[src/rtl/core/kwnw_pkg.sv]
package kwnw_pkg;

  // search geometry
  localparam int MAX_KEY_BYTES = 16;
  localparam int OFFSET_BITS   = 32;
  localparam int HIST_DEPTH    = 2 * MAX_KEY_BYTES - 1;
  localparam int NPOS          = HIST_DEPTH + 1;
  localparam int LEN_W         = $clog2(MAX_KEY_BYTES + 1);
  localparam int KIDX_W        = (MAX_KEY_BYTES > 1) ? $clog2(MAX_KEY_BYTES) : 1;

  // fixed field widths
  localparam int CFG_W        = 64;
  localparam int CFG_IDX_W    = 2;
  localparam int KEY_LEN_W    = 5;
  localparam int START_W      = 32;
  localparam logic [7:0] WIDE_PAD = 8'h00;

  // register indexes
  typedef enum logic [CFG_IDX_W-1:0] {
    REG_KEY_LOW  = 2'd0,
    REG_KEY_HIGH = 2'd1,
    REG_KEY_LEN  = 2'd2
  } cfg_reg_e;

  // what one window position is compared against
  typedef struct packed {
    logic [7:0] exp_n;
    logic [7:0] exp_w;
    logic       use_n;
    logic       use_w;
  } cell_pat_t;

  // compare result of one window position
  typedef struct packed {
    logic n_ok;
    logic w_ok;
  } cell_match_t;

  function automatic cell_match_t cell_cmp(logic [7:0] b, cell_pat_t p);
    cell_match_t m;
    m.n_ok = !p.use_n || (b == p.exp_n);
    m.w_ok = !p.use_w || (b == p.exp_w);
    return m;
  endfunction

  // clamp a written key length into 1..MAX_KEY_BYTES
  function automatic logic [LEN_W-1:0] clamp_len(logic [KEY_LEN_W-1:0] v);
    logic [LEN_W-1:0] r;
    if (v == '0) begin
      r = LEN_W'(1);
    end else if (int'(v) > MAX_KEY_BYTES) begin
      r = LEN_W'(MAX_KEY_BYTES);
    end else begin
      r = LEN_W'(v);
    end
    return r;
  endfunction

endpackage

[src/rtl/core/kwnw_cell.sv]
module kwnw_cell
  import kwnw_pkg::*;
(
  input  logic        clk_i,
  input  logic        rst_ni,
  input  logic        shift_i,
  input  logic        clear_i,
  input  logic [7:0]  byte_i,
  input  cell_pat_t   pat_i,
  output logic [7:0]  byte_o,
  output cell_match_t match_o
);

  logic [7:0] byte_q;

  // one history byte, moves one place older per beat
  always_ff @(posedge clk_i or negedge rst_ni) begin
    if (!rst_ni) begin
      byte_q <= 8'h00;
    end else if (clear_i) begin
      byte_q <= 8'h00;
    end else if (shift_i) begin
      byte_q <= byte_i;
    end
  end

  assign byte_o  = byte_q;
  assign match_o = cell_cmp(byte_q, pat_i);

endmodule

[config.mk]
export PLATFORM = sky130hd
export DESIGN_NAME = kwnw_cell
export DESIGN_NICKNAME = d
export VERILOG_FILES = /design/src/rtl/core/kwnw_pkg.sv /design/src/rtl/core/kwnw_cell.sv
export SDC_FILE = /design/constraint.sdc
export NUM_CORES = 1
export LEC_CHECK = 0
export BUFFER_PORTS_ARGS = -buffer_cell sky130_fd_sc_hd__buf_2
export CAP_MARGIN = 20
export CORE_AREA = 2 2 39 41
export CTS_BUF_LIST = sky130_fd_sc_hd__clkbuf_16
export DETAILED_ROUTE_END_ITERATION = 12
export DIE_AREA = 0 0 41 43
export PLACE_DENSITY = 0.83
export SLEW_MARGIN = 10
export SYNTH_ARGS = -nofsm -noshare
export SYNTH_HDL_FRONTEND = slang
export SYNTH_SLANG_ARGS = --single-unit
[constraint.sdc]
create_clock -name clk_i -period 2.4 [get_ports clk_i]
set_input_delay 0.12 -clock clk_i [delete_from_list [all_inputs] [get_ports clk_i]]
set_output_delay 0.12 -clock clk_i [all_outputs]
set_load 0.01 [all_outputs]
=== Word-level counts from Yosys, hierarchy flattened ===
Index checks and enable logic that the tools add are counted.
W data, S select, Z words.

* Register bits after elaboration: 8
* Bits of input ports: 30
* Output and inout bits: 10

* Equality and inequality tests: 2
* Multiplexer cells: 2
* Reductions and logical operators: 5

{| class="wikitable"
|+ Operators by type and width
! kind !! count
|-
| $eq A8 B8 Y1 || 2
|-
| $mux W8 || 2
|-
| $logic_not A1 Y1 || 2
|-
| $logic_or A1 B1 Y1 || 2
|-
| $reduce_bool A2 Y1 || 1
|}

=== Depth between registers and ports, before layout ===
* Word-level depth: 2
* Gate-level depth with buffers: 3
* Gate-level depth less buffers: 3

=== Worst setup path before layout ===
OpenSTA, ideal clock, no wires.

* Path kind: reg2out
* From: register byte_q[5] (netlist: byte_o[5])
* To: output match_o[0] in the netlist's numbering
* Arrival time: 0.911 ns
* Data required time: 2.280 ns
* Slack: 1.369 ns
* Stages on the path, launching flop included: 4
* Buffers on the path: 0
* Cell sequence: dfrtp_1 xnor2_1 nand4_1 o21ai_1

{| class="wikitable"
|+ RTL lines
! element !! RTL line !! source
|-
| from (decl) || kwnw_cell.sv:14 || <nowiki>logic [7:0] byte_q;</nowiki>
|-
| from (signal assigned) || kwnw_cell.sv:23 || <nowiki>byte_q <= byte_i;</nowiki>
|-
| to (decl) || kwnw_cell.sv:11 || <nowiki>output cell_match_t match_o</nowiki>
|}

==> impl_metrics.ini <==
[outcome]
status = complete, no violations

[placed_design]
pre_cts_slack_ps = 1300
place.port_buffers = 39
place_congestion = 0.794
place_area_um2 = 701

[clock_tree]
clockBufferDepth = 2
cts_setup_buffers = 0
clkSinkCount = 8
cts_tree = built
htree_levels = 1
hold_buffers = 1
cts_resized = 0
insertion_delay_ps = 230
root_buffer = clkbuf_16
cts-buffers-inserted = 3
clkTransAtPathRegs_ps = 30

[setup_path]
worst-endpoint-required_ps = 2280
reg2reg_from = byte_o[7]$_DFFE_PN0P_
critPathKind = reg2out
critPathCaptureType = primary output
crit_fanout = 4
worstPathArrival_ps = 1210
worstSetupStartpointType = register
critPathLaunch = byte_o[0]$_DFFE_PN0P_

[timing]
fin_crit_sh_pct = 55.2
finalSetupTns_ps = 0
slew_viol_final = 0
period_minus_slack_ps = 1330
maxSlewHeadroom_pct = 84.7
fin_skew_ps = 0
worst_slew_pin_slew_ps = 229
setup_viol_count_final = 0
finalHoldViolCount = 0
setup_slack_ps = 1070
fmax_mhz = 754
rsz0062_at_grt = no

[yosys]
ys_ff_latch = 8
synth_cell_types = 8
yosysWarnings = 0
seq_area_frac_synth_pct = 40.3
synthCells = 48
netlist_area_um2 = 497
avgSynthCellArea_um2 = 10.3
synth_nets = 78

[finish]
area_growth_pct = 58.2
final_layout_size_suffix_gt1_share_pct = 47.2
largest_register_ff_count = 8
num_antenna_cells = 0
nFillCells = 120
multiInputGateArea_um2 = 285
design_area_um2 = 786
regArea_um2 = 200
nets = 121
fin_util_pct = 56.8

[grt]
grt_pass1_wl_mm = 1.95
gr-total-overflow = 0
antenna_found_initial = 0
grt_max_degree = 9
grt_usage_pct = 16.6
grt_pass1_vias = 481

[floorplan]
design.die.area_um2 = 1760
start_util_pct = 35.9
die_h_um = 43
io_pins = 40
rows = 14
dieWidth_um = 41
core_um2 = 1380

[min_path]
min_path_type = in2reg
worstHoldStart = byte_i[0]

[route]
drtIter0Drc = 3
drt_pre_antenna_iters = 2
vias = 492
drtAntennaViolNets = 0
drc_errors = 0
routed_wl_mm = 1.22
routedWlPerCell_um = 11.6
via_per_inst = 4.69

[run]
cap_violations = 0

[power_and_ir_drop]
pwr_density_cell_nw_per_um2 = 656
power_leakage_nw = 0.401
vdd_drop_max_v = 0.000502
==> cells in the mapped netlist <==
library cell	count	share of area (%)
xnor2_1	16	28
dfrtp_1	8	40
mux2i_1	8	16
nor2_1	8	6.0
nand4_1	4	5.0
o21ai_1	2	2.0
buf_1	1	0.75
buf_4	1	1.5
==> placed cells by master (no fill, tap or decap) <==
master / count
dlygate4sd3_1: 1
xnor2_1: 16
nor2_1: 8
buf_2: 39
o21ai_1: 2
nand4_1: 4
mux2i_1: 8
dfrtp_1: 8
clkbuf_16: 3
==> critical path, stage by stage, from the launching register on <==
cell	delay, ps
dfrtp_1	410
xnor2_1	210
nand4_1	110
o21ai_1	110
buf_2	140
==> metrics by stage <==
step / hold WS [ps] / instances / power [mW]
final: 141 / 105 / 0.516
after global routing: 146 / 105 / 0.538
after CTS: 142 / 105 / 0.521
after detailed placement: -31.7 / 101 / 0.244
after global placement: -35.5 / 101 / 0.242
after floorplan: -176 / 48 / 0.202
==> layout make-up <==
type / instances / share of cell area, %
clock buffer: 3 / 9.55
tap: 16 / 2.55
sequential: 8 / 25.5
timing repair buffer: 40 / 26.1
multi-input combinational: 38 / 36.3
==> power by group <==
part	internal (mW)	leakage, nW	switching, mW
sequential	0.143	0.106	0.0105
combinational	0.0513	0.258	0.0375
clock	0.214	0.0370	0.0588
total	0.409	0.401	0.107
==> cell families after synthesis <==
group,Yosys count,share of synthesized area [%]
buf+inv,2,2.27
compound gates,2,2.02
mux,8,16.1
flops,8,40.3
simple gates,12,11.1
xor+xnor,16,28.2
==> worst paths after layout <==
check / cells past startpoint / end / slack [ps]
min in group asynchronous: 2 / byte_o[6]$_DFFE_PN0P_ / 290
max: 4 / match_o[0] / 1070
min: 3 / byte_o[0]$_DFFE_PN0P_ / 140
min reg2reg: 2 / byte_o[6]$_DFFE_PN0P_ / 600
max in group asynchronous: 2 / byte_o[3]$_DFFE_PN0P_ / 1940
max reg2reg: 2 / byte_o[7]$_DFFE_PN0P_ / 1650
==> metal layers <==
layer,wire (µm),global-route usage (%),part of all wire [%],vias up
met5,0,0,0,-
met4,28,10.7,2.3,0
met3,55,1.57,4.5,4
met2,656,27.8,54,16
met1,481,18.6,39,226
li1,-,-,-,246
No activity file was read; power rests on OpenSTA's default activity.
