File: config.mk
export PLATFORM = sky130hd
export DESIGN_NAME = kwnw_pattern
export DESIGN_NICKNAME = d
export VERILOG_FILES = /design/src/rtl/core/kwnw_pkg.sv /design/src/rtl/core/kwnw_pattern.sv
export SDC_FILE = /design/constraint.sdc
export NUM_CORES = 1
export LEC_CHECK = 0
export ABC_CLOCK_PERIOD_IN_PS = 8500
export BUFFER_PORTS_ARGS = -buffer_cell sky130_fd_sc_hd__buf_2
export CAP_MARGIN = 10
export CELL_PAD_IN_SITES_DETAIL_PLACEMENT = 1
export CELL_PAD_IN_SITES_GLOBAL_PLACEMENT = 2
export CORE_AREA = 4 4 275 277
export DETAILED_ROUTE_END_ITERATION = 10
export DIE_AREA = 0 0 279 281
export MAX_ROUTING_LAYER = met4
export PLACE_DENSITY = 0.65
export SYNTH_ARGS = -nofsm -noshare
export SYNTH_HDL_FRONTEND = slang
export SYNTH_SLANG_ARGS = --single-unit
File: constraint.sdc
create_clock -name vclk -period 8.5
set_input_delay 0 -clock vclk [all_inputs]
set_output_delay 0 -clock vclk [all_outputs]
set_load 0.02 [all_outputs]
File: src/rtl/core/kwnw_pkg.sv
package kwnw_pkg;

  // search geometry
  localparam int MAX_KEY_BYTES = 16;
  localparam int OFFSET_BITS   = 32;
  localparam int HIST_DEPTH    = 2 * MAX_KEY_BYTES - 1;
  localparam int NPOS          = HIST_DEPTH + 1;
  localparam int LEN_W         = $clog2(MAX_KEY_BYTES + 1);
  localparam int KIDX_W        = (MAX_KEY_BYTES > 1) ? $clog2(MAX_KEY_BYTES) : 1;

  // fixed field widths
  localparam int CFG_W        = 64;
  localparam int CFG_IDX_W    = 2;
  localparam int KEY_LEN_W    = 5;
  localparam int START_W      = 32;
  localparam logic [7:0] WIDE_PAD = 8'h00;

  // register indexes
  typedef enum logic [CFG_IDX_W-1:0] {
    REG_KEY_LOW  = 2'd0,
    REG_KEY_HIGH = 2'd1,
    REG_KEY_LEN  = 2'd2
  } cfg_reg_e;

  // what one window position is compared against
  typedef struct packed {
    logic [7:0] exp_n;
    logic [7:0] exp_w;
    logic       use_n;
    logic       use_w;
  } cell_pat_t;

  // compare result of one window position
  typedef struct packed {
    logic n_ok;
    logic w_ok;
  } cell_match_t;

  function automatic cell_match_t cell_cmp(logic [7:0] b, cell_pat_t p);
    cell_match_t m;
    m.n_ok = !p.use_n || (b == p.exp_n);
    m.w_ok = !p.use_w || (b == p.exp_w);
    return m;
  endfunction

  // clamp a written key length into 1..MAX_KEY_BYTES
  function automatic logic [LEN_W-1:0] clamp_len(logic [KEY_LEN_W-1:0] v);
    logic [LEN_W-1:0] r;
    if (v == '0) begin
      r = LEN_W'(1);
    end else if (int'(v) > MAX_KEY_BYTES) begin
      r = LEN_W'(MAX_KEY_BYTES);
    end else begin
      r = LEN_W'(v);
    end
    return r;
  endfunction

endpackage

File: src/rtl/core/kwnw_pattern.sv
module kwnw_pattern
  import kwnw_pkg::*;
(
  input  logic [CFG_W-1:0] key_low_i,
  input  logic [CFG_W-1:0] key_high_i,
  input  logic [LEN_W-1:0] len_i,
  output cell_pat_t        pat_o [NPOS]
);

  logic [7:0] key_arr [MAX_KEY_BYTES];

  // keyword bytes, positions past the two registers read as zero
  always_comb begin
    for (int j = 0; j < MAX_KEY_BYTES; j++) begin
      if (j < 8) begin
        key_arr[j] = key_low_i[8*j +: 8];
      end else if (j < 16) begin
        key_arr[j] = key_high_i[8*(j-8) +: 8];
      end else begin
        key_arr[j] = 8'h00;
      end
    end
  end

  // expected byte for each distance back from the newest byte
  always_comb begin
    int nj;
    int wj;
    for (int k = 0; k < NPOS; k++) begin
      nj = int'(len_i) - 1 - k;
      wj = 2 * int'(len_i) - 1 - k;
      pat_o[k].use_n = (k < int'(len_i));
      pat_o[k].use_w = (k < 2 * int'(len_i));
      pat_o[k].exp_n = pat_o[k].use_n ? key_arr[KIDX_W'(nj)] : 8'h00;
      if (pat_o[k].use_w && !wj[0]) begin
        pat_o[k].exp_w = key_arr[KIDX_W'(wj >> 1)];
      end else begin
        pat_o[k].exp_w = WIDE_PAD;
      end
    end
  end

endmodule

# == Word-level counts from Yosys, hierarchy flattened ==
# Index checks and enable logic that the tools add are counted.
# totals
ff_bits,0
out_inout_bits,576
# op_classes
addsub,63
n_lt_le_gt_ge,126
muxes,252
n_bitwise,63
reduce_logical,64
# ops
op,n
$bmux W8 S4,63
$mux W8,189
$ge A4 B5 Y1 const B,63
$not A4 Y4,63
$lt A5 B6 Y1 const A,16
$sub A5 B5 Y5 const B,16
$lt A5 B5 Y1 const A,15
$sub A4 B4 Y4 const B,16
$lt A4 B6 Y1 const A,8
$lt A4 B5 Y1 const A,8
$sub A5 B4 Y5 const B,8
$logic_and A1 B1 Y1,32
$logic_not A1 Y1,32
$sub A4 B3 Y4 const B,8
$lt A3 B6 Y1 const A,4
$lt A3 B5 Y1 const A,4
$sub A5 B3 Y5 const B,4
$sub A4 B2 Y4 const B,4
$lt A1 B6 Y1 const A,2
$lt A2 B6 Y1 const A,2
$sub A4 B1 Y4 const B,3
$lt A1 B5 Y1 const A,2
$lt A2 B5 Y1 const A,2
$sub A5 B1 Y5 const B,2
$sub A5 B2 Y5 const B,2

# == Longest topological paths before layout ==
# depth
depth_word,7
mapped_depth,17
ltp_nobuf,11

# == Worst setup path after synthesis ==
# Ideal clock, no wire load.
# synth_timing
kind,input-to-output
startpoint,in len_i[0]
endpoint,out pat_o[377] (netlist name)
t_arrival_ns,3.863
t_required_ns,8.500
path_slack_ns,4.637
stages,17
path_cell_list,buf_6 > inv_2 > buf_4 > ha_1 > buf_6 > xor2_2 > inv_2 > buf_1 > ha_1 > nand2b_1 > o2bb2ai_2 > or4_1 > buf_2 > nand2_2 > mux2i_1 > a211oi_1 > buf_4
# synth_rtl
item,line,source
"start, declared",kwnw_pattern.sv:6,"input logic [LEN_W-1:0] len_i,"
"end, declared",kwnw_pattern.sv:7,output cell_pat_t pat_o [NPOS]

==> results.md <==
Status:
- The flow ran to the end, and the final reports show no timing, DRC or antenna violations.

Synthesis:
- The biggest area consumer among synthesized cells is sky130_fd_sc_hd__mux4_2.
- The dominant cell by count in the synthesized netlist is sky130_fd_sc_hd__nor2_1.
- After synthesis, the largest area contributor takes up 29.7% of total cell area.
- Yosys mapped the design onto 57 distinct sky130hd cell types.
- The synthesized area per cell is 7.94 sq um.
- The cell area that synthesis handed to floorplanning was 11300 sq um.
- By area the synthesized netlist is led by sky130_fd_sc_hd__mux4_2 30%, sky130_fd_sc_hd__buf_4 17%, sky130_fd_sc_hd__mux2i_1 11%, sky130_fd_sc_hd__nor2_1 10%, sky130_fd_sc_hd__mux2_2 5.5%.
- The post-synthesis sequential area ratio is 0%.
- The count of yosys warnings during synthesis is 0.
- The number of standard cells after synthesis is 1424.
- Counting instances in the post-synthesis netlist gives the leading cell types as 300 x sky130_fd_sc_hd__nor2_1, 253 x sky130_fd_sc_hd__buf_4, 149 x sky130_fd_sc_hd__mux4_2.

Layout:
- Of the cells placed in the final design, the portion with a size suffix greater than 1 is 46.5%.
- The clock buffer count in the final layout is 0.
- The sequential cell count of the final layout is 0.
- The relative area change from synthesis to final layout is 24.3%.
- At the end of the flow the core is filled with cells to 19.3%.
- In the final design database the tool counted 1988 nets.
- The register area is 0 sq um.

Floorplan:
- The starting utilization of the core area is 15.5%.
- 709 I/O pins were placed.
- After floorplanning, the core was divided into 99 placement rows.
- Measured along the y axis, the die boundary spans 281 um.
- The floorplan step defined a core boundary enclosing 72800 sq um.
- The x dimension of the die is 279 um.
- The total die area is 78400 sq um.

Timing:
- The achievable clock frequency is 210 MHz.
- The number of failing hold endpoints at the final stage is 0.
- The total negative slack is 0 ps.
- Setup violations remaining at the end of the flow were counted as 0.
- In this run the tightest slew margin relative to its limit is 13.4%.
- Setup repair after global routing left no endpoint under its margin.
- The measured slew at the worst slew-check pin is 1290 ps.
- The share of the clock period used by the worst path is 56.0%.
- The hold slack is 541 ps.
- The number of pins exceeding their max-slew limit in the final report is 0.
- The worst path needs 4760 ps of the cycle, external delays included.

Pwr:
- In this run switching power makes up 68.0% of total power.
- The worst-case IR drop observed on VDD is 45.9 uV.
- Sequential cells burn 0% of the power.
- Dividing total power by cell area gives a power density of 171 nW/um^2.
- The switching power is 0.00163 W.
- The share of power burned in the clock network is 0%.
- Power comes to 0.00240 W.
- Combinational cells account for 100.0% of the total power.
- The cell-internal power is 0.000767 W.
- For this design the static power due to leakage is 6.84 nW.

Worst setup path:
- The worst setup path is captured at a primary output.
- Broken down by cell family, the worst path's largest delay share belongs to buffers and inverters.
- Traced cell by cell, the critical path runs through buf_6, inv_2, ha_4, inv_2, buf_4, ha_1, nand2b_1, o2bb2ai_2, o31ai_2, nand2_2, mux2i_1, a211oi_1, buf_2.
- The startpoint kind of the worst setup timing path is an input pin.
- STA puts the critical path data arrival time at 4760 ps.
- The critical path class is input pin to primary output.
- The largest individual stage delay along the critical path comes from the cell sky130_fd_sc_hd__ha_4.
- The number of stages on the worst setup path is 13.
- The worst path buffer plus inverter count is 5.
- The maximum cell stage delay along the critical path is 750 ps.
- The critical-path maximum fanout is 66.
- Counting stages on the worst path, the most repeated cell is sky130_fd_sc_hd__inv_2.
- The worst endpoint required time is 8500 ps.

Route:
- The residual DRC count is 0.
- The final wirelength is 84.3 mm.
- The number of nets with antenna violations after routing is 0.
- The routed wirelength normalized by instance count is 30.0 um.
- The first-pass detailed-route iteration total is 5.
- The final route contains 12941 vias.
- The mean number of vias per cell is 4.61.
- After the first detailed-routing iteration, the DRC count stood at 734.

Global route:
- Entering global routing, the biggest net connects 67 pins.
- The first global-routing pass estimated 111 mm of wire.
- The total routing usage reported by global routing is 20.6%.
- The number of global-route vias before repair is 13104.
- The initial antenna violation count was 4.
- The total overflow left after global routing is 0.

CTS:
- The count of buffers added by post-CTS timing repair for setup is 0.
- Hold repair after CTS inserted 0 buffers.
- Once the clock tree was built, the resizer swapped 0 gates to a different size.

Min path:
- The start point of the worst hold path is len_i[4].
- The worst hold path endpoint is pat_o[0].
- The worst hold path cell count is 3.
- The tightest min-delay check is of the input pin to primary output type.

Placement:
- The number of buffers inserted by port buffering is 572.
- The placed wire-length estimate is 71.3 mm.
- The congestion estimate from routability-driven global placement came to 0.925.

Flow run:
- The number of maximum-capacitance constraint violations is 0.
-- cells by family after synthesis --
logic type               Yosys count  synth area share (%)
AND/OR/NAND/NOR                  478                  17.6
buffers and inverters            386                  22.0
multiplexers                     328                  46.5
AO/OA/AOI/OAI                    210                  11.7
XOR/XNOR                          15                  1.49
adder cells (fa/ha/maj)            6                 0.664
other                              1                0.0332
-- cells in the final DEF, fill, tap and decap left out, types with 4 or more instances in the layout --
master / netlist / layout
sky130_fd_sc_hd__a21oi_1: 28 / 28
sky130_fd_sc_hd__nor2_1: 300 / 299
sky130_fd_sc_hd__a21boi_0: 7 / 7
sky130_fd_sc_hd__a211oi_1: 41 / 41
sky130_fd_sc_hd__nand2b_1: 16 / 16
sky130_fd_sc_hd__mux4_2: 149 / 149
sky130_fd_sc_hd__and2_1: 19 / 19
sky130_fd_sc_hd__conb_1: 1 / 137
sky130_fd_sc_hd__nand2_1: 105 / 105
sky130_fd_sc_hd__buf_2: 30 / 571
sky130_fd_sc_hd__o21ai_1: 8 / 11
sky130_fd_sc_hd__a21o_1: 14 / 14
sky130_fd_sc_hd__inv_1: 44 / 44
sky130_fd_sc_hd__mux2i_1: 121 / 121
sky130_fd_sc_hd__o22ai_1: 8 / 8
sky130_fd_sc_hd__nor3_1: 17 / 17
sky130_fd_sc_hd__ha_1: 6 / 5
sky130_fd_sc_hd__buf_4: 253 / 52
sky130_fd_sc_hd__mux2_2: 55 / 55
sky130_fd_sc_hd__inv_2: 4 / 4
sky130_fd_sc_hd__o21ai_0: 81 / 78
sky130_fd_sc_hd__xnor2_2: 3 / 6
sky130_fd_sc_hd__a22oi_1: 7 / 7
-- power by group through the flow --
stage / clock network (W) / logic [W] / registers (W)
floorplan: 0 / 0.00161 / 0
global placement: 0 / 0.00241 / 0
detailed placement: 0 / 0.00242 / 0
CTS: 0 / 0.00243 / 0
global route: 0.0000000000160 / 0.00256 / 0
finish: 0.0000000000162 / 0.00240 / 0
-- cell type report --
class	instances	area, sq um
fill	8951	58800
multi-input combinational	1174	9410
timing repair buffer	624	3260
tap	959	1200
inverter	49	184
antenna	1	2.50
-- worst max path at each step --
stage | startpoint | to
finish | len_i[0] | pat_o[153]
global placement | len_i[0] | pat_o[85]
CTS | len_i[0] | pat_o[85]
detailed placement | len_i[0] | pat_o[85]
floorplan | len_i[0] | pat_o[377]
global route | len_i[0] | pat_o[412]
-- tightest hold or removal path, stage by stage --
cell and delay [ps]:
sky130_fd_sc_hd__buf_2 110, sky130_fd_sc_hd__buf_4 220, sky130_fd_sc_hd__buf_2 200
-- per-stage QoR --
step	worst slack, ps	instances	area [sq um]
floorplan	4640	1560	11800
global placement	3690	2804	14000
detailed placement	3680	2805	14000
CTS	3660	2805	14000
global route	3310	2807	14100
finish	3740	2807	14100
-- layer usage --
layer / track usage [%] / wire, um
met1: 26.2 / 36400
met2: 35.5 / 41600
met4: 3.03 / 1480
met5: - / 0
met3: 2.81 / 4810
Note: power is estimated with default switching activity, not from simulation.
